[config.mk]
export PLATFORM = sky130hd
export DESIGN_NAME = base64_encoder
export DESIGN_NICKNAME = d
export VERILOG_FILES = /design/src/b64e_pkg.sv /design/src/b64e_front.sv /design/src/b64e_queue.sv /design/src/b64e_back.sv /design/src/base64_encoder.sv
export SDC_FILE = /design/constraint.sdc
export NUM_CORES = 1
export LEC_CHECK = 0
export ABC_AREA = 1
export BUFFER_PORTS_ARGS = -buffer_cell sky130_fd_sc_hd__buf_4
export CORE_MARGIN = 8
export CORE_UTILIZATION = 40
export CTS_BUF_LIST = sky130_fd_sc_hd__clkbuf_8
export DETAILED_ROUTE_END_ITERATION = 8
export PLACE_DENSITY = 0.57
export SLEW_MARGIN = 20
export SYNTH_ARGS = -nofsm -noshare
export SYNTH_HDL_FRONTEND = slang
export SYNTH_HIERARCHICAL = 1
export SYNTH_SLANG_ARGS = --single-unit
[constraint.sdc]
create_clock -name clock -period 2.5 [get_ports clock]
set_clock_uncertainty 0.15 [all_clocks]
set_input_delay 0.25 -clock clock [delete_from_list [all_inputs] [get_ports clock]]
set_output_delay 0.25 -clock clock [all_outputs]
set_load 0.05 [all_outputs]
[src/b64e_pkg.sv]
// b64e_pkg: shared types, constants and the base64 alphabet lookup
// used by the base64 encoder front end, job queue and character back end.
// No dependencies.
`timescale 1ns / 1ps
`default_nettype none

package b64e_pkg;

   localparam int QUEUE_DEPTH = 2;

   localparam int CHAR_W   = 7;
   localparam int SEXTET_W = 6;
   localparam int SLOTS    = 4;
   localparam int SLOT_W   = $clog2(SLOTS);

   localparam logic [CHAR_W-1:0] PAD_CHAR = 7'h3D;  // '='

   // One accepted byte, classified into the characters it produces.
   typedef struct packed {
      logic [SLOTS-1:0][CHAR_W-1:0] chars;     // slot 0 goes out first
      logic [SLOT_W-1:0]            last_slot; // index of the last slot to send
      logic                         fin;       // last slot ends the message
   } job_type;

   // Standard alphabet: A-Z, a-z, 0-9, '+', '/'.
   function automatic logic [CHAR_W-1:0] enc6(input logic [SEXTET_W-1:0] v);
      logic [CHAR_W-1:0] wide;
      logic [CHAR_W-1:0] code;
      wide = CHAR_W'(v);
      priority if (v < 6'd26) begin
         code = wide + 7'd65;             // 'A'
      end else if (v < 6'd52) begin
         code = wide + 7'd71;             // 'a' - 26
      end else if (v < 6'd62) begin
         code = wide - 7'd4;              // '0' - 52
      end else if (v == 6'd62) begin
         code = 7'h2B;                    // '+'
      end else begin
         code = 7'h2F;                    // '/'
      end
      return code;
   endfunction

endpackage

`default_nettype wire

[src/b64e_front.sv]
// b64e_front: accepts raw bytes, tracks group phase and leftover bits, and
// turns each byte into a job of up to four characters.
// Depends on b64e_pkg.
`timescale 1ns / 1ps
`default_nettype none

module b64e_front (
   input  wire logic                 clock,
   input  wire logic                 reset,
   input  wire logic                 req_push,
   input  wire logic [7:0]           req_data_byte,
   input  wire logic                 req_final_byte,
   input  wire logic                 queue_full,
   output logic                      job_write,
   output b64e_pkg::job_type         job
);

   typedef enum logic [1:0] {
      PH_FIRST  = 2'd0,
      PH_SECOND = 2'd1,
      PH_THIRD  = 2'd2
   } phase_type;

   phase_type  phase_ff, phase_in;
   logic [3:0] carry_ff, carry_in;

   assign job_write = req_push && !queue_full;

   always_comb begin
      job       = '0;
      phase_in  = phase_ff;
      carry_in  = carry_ff;
      unique case (phase_ff)
         PH_SECOND: begin
            job.chars[0] = b64e_pkg::enc6({carry_ff[1:0], req_data_byte[7:4]});
            if (req_final_byte) begin
               job.chars[1]  = b64e_pkg::enc6({req_data_byte[3:0], 2'b00});
               job.chars[2]  = b64e_pkg::PAD_CHAR;
               job.last_slot = 2'd2;
               job.fin       = 1'b1;
               phase_in      = PH_FIRST;
               carry_in      = 4'd0;
            end else begin
               job.last_slot = 2'd0;
               phase_in      = PH_THIRD;
               carry_in      = req_data_byte[3:0];
            end
         end
         PH_THIRD: begin
            job.chars[0]  = b64e_pkg::enc6({carry_ff, req_data_byte[7:6]});
            job.chars[1]  = b64e_pkg::enc6(req_data_byte[5:0]);
            job.last_slot = 2'd1;
            job.fin       = req_final_byte;
            phase_in      = PH_FIRST;
            carry_in      = 4'd0;
         end
         default: begin
            // first byte of a group; unused phase code behaves the same
            job.chars[0] = b64e_pkg::enc6(req_data_byte[7:2]);
            if (req_final_byte) begin
               job.chars[1]  = b64e_pkg::enc6({req_data_byte[1:0], 4'b0000});
               job.chars[2]  = b64e_pkg::PAD_CHAR;
               job.chars[3]  = b64e_pkg::PAD_CHAR;
               job.last_slot = 2'd3;
               job.fin       = 1'b1;
               phase_in      = PH_FIRST;
               carry_in      = 4'd0;
            end else begin
               job.last_slot = 2'd0;
               phase_in      = PH_SECOND;
               carry_in      = {2'b00, req_data_byte[1:0]};
            end
         end
      endcase
   end

   always_ff @(posedge clock) begin
      if (reset) begin
         phase_ff <= PH_FIRST;
         carry_ff <= 4'd0;
      end else if (job_write) begin
         phase_ff <= phase_in;
         carry_ff <= carry_in;
      end
   end

endmodule

`default_nettype wire

[src/b64e_queue.sv]
// b64e_queue: short register queue of jobs between front end and back end.
// Depends on b64e_pkg.
`timescale 1ns / 1ps
`default_nettype none

module b64e_queue #(
   parameter int Depth = b64e_pkg::QUEUE_DEPTH
) (
   input  wire logic              clock,
   input  wire logic              reset,
   input  wire logic              wr_en,
   input  wire b64e_pkg::job_type wr_job,
   output logic                   full,
   input  wire logic              rd_en,
   output b64e_pkg::job_type      rd_job,
   output logic                   rd_valid
);

   localparam int PtrW = (Depth > 1) ? $clog2(Depth) : 1;
   localparam int CntW = $clog2(Depth + 1);
   localparam logic [PtrW-1:0] LastPtr = PtrW'(Depth - 1);
   localparam logic [CntW-1:0] FullCnt = CntW'(Depth);

   b64e_pkg::job_type   slots_ff [Depth];
   logic [PtrW-1:0]     wr_ptr_ff, rd_ptr_ff;
   logic [CntW-1:0]     count_ff;

   assign full     = (count_ff == FullCnt);
   assign rd_valid = (count_ff != '0);
   assign rd_job   = slots_ff[rd_ptr_ff];

   always_ff @(posedge clock) begin
      if (wr_en) begin
         slots_ff[wr_ptr_ff] <= wr_job;
      end
   end

   always_ff @(posedge clock) begin
      if (reset) begin
         wr_ptr_ff <= '0;
         rd_ptr_ff <= '0;
         count_ff  <= '0;
      end else begin
         if (wr_en) begin
            wr_ptr_ff <= (wr_ptr_ff == LastPtr) ? '0 : wr_ptr_ff + 1'b1;
         end
         if (rd_en) begin
            rd_ptr_ff <= (rd_ptr_ff == LastPtr) ? '0 : rd_ptr_ff + 1'b1;
         end
         unique case ({wr_en, rd_en})
            2'b10:   count_ff <= count_ff + 1'b1;
            2'b01:   count_ff <= count_ff - 1'b1;
            default: count_ff <= count_ff;
         endcase
      end
   end

endmodule

`default_nettype wire

[src/b64e_back.sv]
// b64e_back: walks the characters of the head job one per cycle, unless rsp_pop
// stalls, into a registered result stage. Depends on b64e_pkg.
`timescale 1ns / 1ps
`default_nettype none

module b64e_back (
   input  wire logic                          clock,
   input  wire logic                          reset,
   input  wire b64e_pkg::job_type             head_job,
   input  wire logic                          head_valid,
   output logic                               head_done,
   output logic                               rsp_empty,
   input  wire logic                          rsp_pop,
   output logic [b64e_pkg::CHAR_W-1:0]        rsp_out_char,
   output logic                               rsp_final_char
);

   logic [b64e_pkg::SLOT_W-1:0] slot_ff;
   logic                        out_valid_ff;
   logic [b64e_pkg::CHAR_W-1:0] out_char_ff;
   logic                        out_final_ff;
   logic                        load;
   logic                        last;

   // refill the result stage when it is free or being taken this cycle
   assign load      = head_valid && (!out_valid_ff || rsp_pop);
   assign last      = (slot_ff == head_job.last_slot);
   assign head_done = load && last;

   assign rsp_empty      = !out_valid_ff;
   assign rsp_out_char   = out_char_ff;
   assign rsp_final_char = out_final_ff;

   always_ff @(posedge clock) begin
      if (reset) begin
         slot_ff      <= '0;
         out_valid_ff <= 1'b0;
      end else begin
         if (load) begin
            out_valid_ff <= 1'b1;
            slot_ff      <= last ? '0 : slot_ff + 1'b1;
         end else if (rsp_pop) begin
            out_valid_ff <= 1'b0;
         end
      end
   end

   always_ff @(posedge clock) begin
      if (load) begin
         out_char_ff  <= head_job.chars[slot_ff];
         out_final_ff <= last && head_job.fin;
      end
   end

endmodule

`default_nettype wire

[src/base64_encoder.sv]
// base64_encoder: streaming base64 encoder with '=' padding, built from
// b64e_front, b64e_queue and b64e_back. Depends on b64e_pkg.
// The first character of a byte reaches rsp_ through the job queue, then the
// registered result stage. Throughput: one character per cycle out while rsp_pop
// takes it; a byte gives 1 to 4 characters, 4 per 3 bytes, so the output sets the rate.
// Reset (synchronous): queue and result stage empty, next byte starts a group.
`timescale 1ns / 1ps
`default_nettype none

module base64_encoder #(
   parameter int QueueDepth = b64e_pkg::QUEUE_DEPTH
) (
   input  wire logic                          clock,
   input  wire logic                          reset,
   // input queue side: one raw byte per transfer
   input  wire logic                          req_push,
   output logic                               req_full,
   input  wire logic [7:0]                    req_data_byte,
   input  wire logic                          req_final_byte,
   // result queue side: one ASCII character per transfer
   output logic                               rsp_empty,
   input  wire logic                          rsp_pop,
   output logic [b64e_pkg::CHAR_W-1:0]        rsp_out_char,
   output logic                               rsp_final_char
);

   b64e_pkg::job_type wr_job;
   b64e_pkg::job_type head_job;
   logic              job_write;
   logic              queue_full;
   logic              head_valid;
   logic              head_done;

   // Hold off new bytes only while the job queue is full. req_full does not
   // look at rsp_pop; a stalled result transfer backs up through the queue
   // and holds off the input once the queue has filled.
   assign req_full = queue_full;

   // Front: classify each byte by its place in the group and build its
   // character list, padding included when the byte ends the message.
   b64e_front u_front (
      .clock          (clock),
      .reset          (reset),
      .req_push       (req_push),
      .req_data_byte  (req_data_byte),
      .req_final_byte (req_final_byte),
      .queue_full     (queue_full),
      .job_write      (job_write),
      .job            (wr_job)
   );

   // Queue: decouple byte intake from character output.
   b64e_queue #(
      .Depth (QueueDepth)
   ) u_queue (
      .clock    (clock),
      .reset    (reset),
      .wr_en    (job_write),
      .wr_job   (wr_job),
      .full     (queue_full),
      .rd_en    (head_done),
      .rd_job   (head_job),
      .rd_valid (head_valid)
   );

   // Back: advance through the head job one character per cycle unless rsp_pop
   // stalls, and drop it from the queue as its last character moves into the result stage.
   b64e_back u_back (
      .clock          (clock),
      .reset          (reset),
      .head_job       (head_job),
      .head_valid     (head_valid),
      .head_done      (head_done),
      .rsp_empty      (rsp_empty),
      .rsp_pop        (rsp_pop),
      .rsp_out_char   (rsp_out_char),
      .rsp_final_char (rsp_final_char)
   );

endmodule

`default_nettype wire

==> impl_metrics.tcl <==
set metrics [dict create \
    status "complete, no violations" \
    setup_viol 0 \
    wl_per_cell_um 15.57 \
    synth-simple-area-share_pct 23.66 \
    end_kind "flip-flop" \
    finalInstanceArea_um2 5979 \
    die-height_um 134.2 \
    netlist.area_leader.share_pct 37.64 \
    num_rows 43 \
    nets 699 \
    r2r_start "u_front/carry_ff[1]" \
    rsz0062_at_grt "no" \
    drive_above_1_share_pct 18.05 \
    synthAdderAreaFrac_pct 5.826 \
    vias 4332 \
    synth_top_area_cell "edfxtp_1" \
    synth_cell_types 38 \
    hold-path-cell-count 4 \
    synth-compound-area-share_pct 8.851 \
    cpMostUsedCell "nand2_1" \
    cp.required_ps 2450 \
    cts_buffers 9 \
    core_um2 13770 \
    layout_min_cycle_time_ps 2212 \
    hold_violations 0 \
    holdWs_ps 88.05 \
    drtAntennaViolNets 0 \
    synth_xor_area_share_pct 2.510 \
    hp-start "rsp_pop" \
    hpwl_um 9735 \
    cts_buffer_depth 2 \
    powerDensity_nw_per_um2 735.2 \
    worstRegToRegCells 10 \
    die_w_um 134.2 \
    clk_latency_ps 360 \
    synth_top_family_by_area "simple AND/OR/NAND/NOR gates" \
    grt-ovfl-total 0 \
    ys.flop_type "edfxtp_1" \
    io-pin-count 23 \
    hold_class "in2reg" \
    period_share_pct 88.46 \
    die-area_um2 18000 \
    regArea_um2 2382 \
    path_class "reg2reg" \
    placedInstanceArea_um2 5768 \
    ys_ff_latch 84 \
    diodes 0 \
    crit_path_start "u_front/carry_ff[1]" \
    max_stage_delay_ps 520 \
    ys_seq_area_share_pct 42.66 \
    yosysMostFrequentCell "nand2_1" \
    cts_tree "yes" \
    start_kind "flip-flop" \
    max_freq_mhz 452.2 \
    grt_pass1_vias 4286 \
    leakage_nw 2.441 \
    yosysWarnings 6 \
    route.detailed.drc 0 \
    cts_resized 0 \
    grt_max_degree 32 \
    peakVddDrop_uv 297.7 \
    crit_fanout 9 \
    grt_pass1_wl_um 21690 \
    slew_violations 0 \
    netlist_instances 648 \
    start_util_pct 40.54 \
    routabilityCongestion 0.9304 \
    antenna_found_initial 0 \
    first_pass_iters 6 \
    routed_via_density 5.127 \
    r2r_setup_slack_ps 290 \
    maxCapViolCount 0 \
    crit_chain "inv_2, ha_1, nand3_1, nand3_2, inv_2, a21oi_1, nand3_1, nand2_1, nand2_1, nand2_1" \
    wl_um 13160 \
    area_growth_pct 7.080 \
    worst_ep_arrival_time_ps 2160 \
    fillCellCount 1430 \
    netlist_top_cells_count "149 x nand2_1, 70 x edfxtp_1, 53 x nor2_1" \
    post_cts_buffers 0 \
    clk_pin_slew_ps 80 \
    synth_edf_count 70 \
    netlist_area_um2 5584 \
    portBuffers 22 \
    fin_tns_setup_ps 0 \
    synth.area.top_cells "edfxtp_1 38%, nand2_1 10%, mux2_2 6.3%" \
    utilization_pct 43.41 \
    synth_mux_area_share_pct 6.251 \
    grt_usage_pct 14.95 \
    crit_slowest_cell "dfxtp_1" \
    cts.root.buffer_cell "clkbuf_8" \
    async_flop_share_pct 0 \
    avgSynthCellArea_um2 8.617 \
    cts_max_level 3 \
    drt-initial-drc-count 245 \
    cts_sinks 84 \
    multi_input_area_um2 2648 \
]
==> metrics by stage <==
stage / setup slack, ps / cells / total power [mW]
3_3_place_gp: 284.5 / 827 / 3.483
6_report: 288.5 / 845 / 4.396
4_1_cts: 325.9 / 845 / 4.441
2_1_floorplan: 215.9 / 651 / 3.162
5_1_grt: 121.7 / 845 / 4.660
3_5_place_dp: 227.9 / 827 / 3.498
==> final timing paths <==
kind | endpoint
max reg2reg | u_queue/slots_ff[1][8]
max | u_queue/slots_ff[1][8]
min | u_back/out_valid_ff
min reg2reg | u_front/phase_ff[0]
==> routing by layer <==
layer	global-route usage [%]	wire, um	up-vias	share of wire (%)
met5	0	0	-	0
met4	5.552	272	0	2.1
met3	2.655	487	21	3.7
met2	25.30	6357	94	48
met1	18.63	6042	2029	46
li1	-	-	2188	-
==> critical path, delay by kind of cell, from the launching register on <==
kind | cells | cell delay [ps]
and+or+nand+nor | 6 | 660
DFF | 1 | 520
buffers and inverters | 2 | 320
adders and majority gates | 1 | 220
AOI/OAI and AO/OA | 1 | 80
==> registers in the layout (all words and copies together), names as in the netlist, named ones only <==
signal and count:
u_back/rsp_final_char 1, u_back/out_valid_ff 1, u_back/slot_ff 2, u_queue/wr_ptr_ff 1, u_queue/rd_ptr_ff 1, u_back/rsp_out_char 7, u_front/carry_ff 4, u_front/phase_ff 2
u_queue/slots_ff 62, u_queue/count_ff 2
==> report_power, final <==
group / internal, mW / switching [mW]
logic: 0.522 / 1.00
registers: 1.83 / 0.102
clock network: 0.456 / 0.485
total: 2.81 / 1.59
==> layout by cell type (no fill, tap or decap), types with 2 or more instances in the layout <==
cell / Yosys / layout
o21ai_1: 10 / 10
dfxtp_1: 14 / 14
xor2_1: 12 / 12
nand3_1: 51 / 51
edfxtp_1: 70 / 70
a211oi_1: 2 / 2
dlygate4sd3_1: 0 / 2
a21oi_1: 20 / 20
nand2_1: 149 / 149
clkinv_1: 1 / 2
nand4_1: 12 / 12
clkbuf_8: 0 / 9
nand3_2: 3 / 3
clkinvlp_4: 0 / 2
mux2_2: 31 / 31
xnor2_1: 4 / 4
nor2_2: 5 / 6
buf_4: 21 / 32
o211ai_1: 12 / 12
o21ai_0: 30 / 30
nor3_1: 8 / 8
inv_1: 52 / 52
nor2_1: 53 / 52
nand2_2: 9 / 9
inv_2: 14 / 14
clkinv_2: 0 / 2
inv_4: 2 / 2
conb_1: 1 / 4
o22ai_1: 8 / 8
nor2_4: 4 / 4
ha_1: 26 / 26
==> timing repair <==
| item | 4_1_cts | 5_1_grt |
|---|---|---|
| hold buffers | 2 | 0 |
| setup endpoints to repair | 0 | 0 |
| hold endpoints to repair | 8 | 0 |
==> cells by family (layout without fill, tap and decap cells) <==
group | count (synthesis) | in the layout
buffers and inverters | 106 | 120
and+or+nand+nor | 297 | 297
other | 1 | 4
AOI/OAI and AO/OA | 87 | 87
adders and majority gates | 26 | 26
xor gates and xnor gates | 16 | 16
DFF | 84 | 84
muxes | 31 | 31
==> area by class of cell <==
| cell class | count | area share (%) |
|---|---|---|
| clock inverters | 7 | 1.130 |
| inverters | 70 | 4.562 |
| repair buffers | 34 | 4.352 |
| flip-flops and latches | 84 | 39.84 |
| clock buffers | 9 | 2.072 |
| multi-input cells | 461 | 44.28 |
| well taps | 180 | 3.766 |
(Power assumes the default switching activity.)
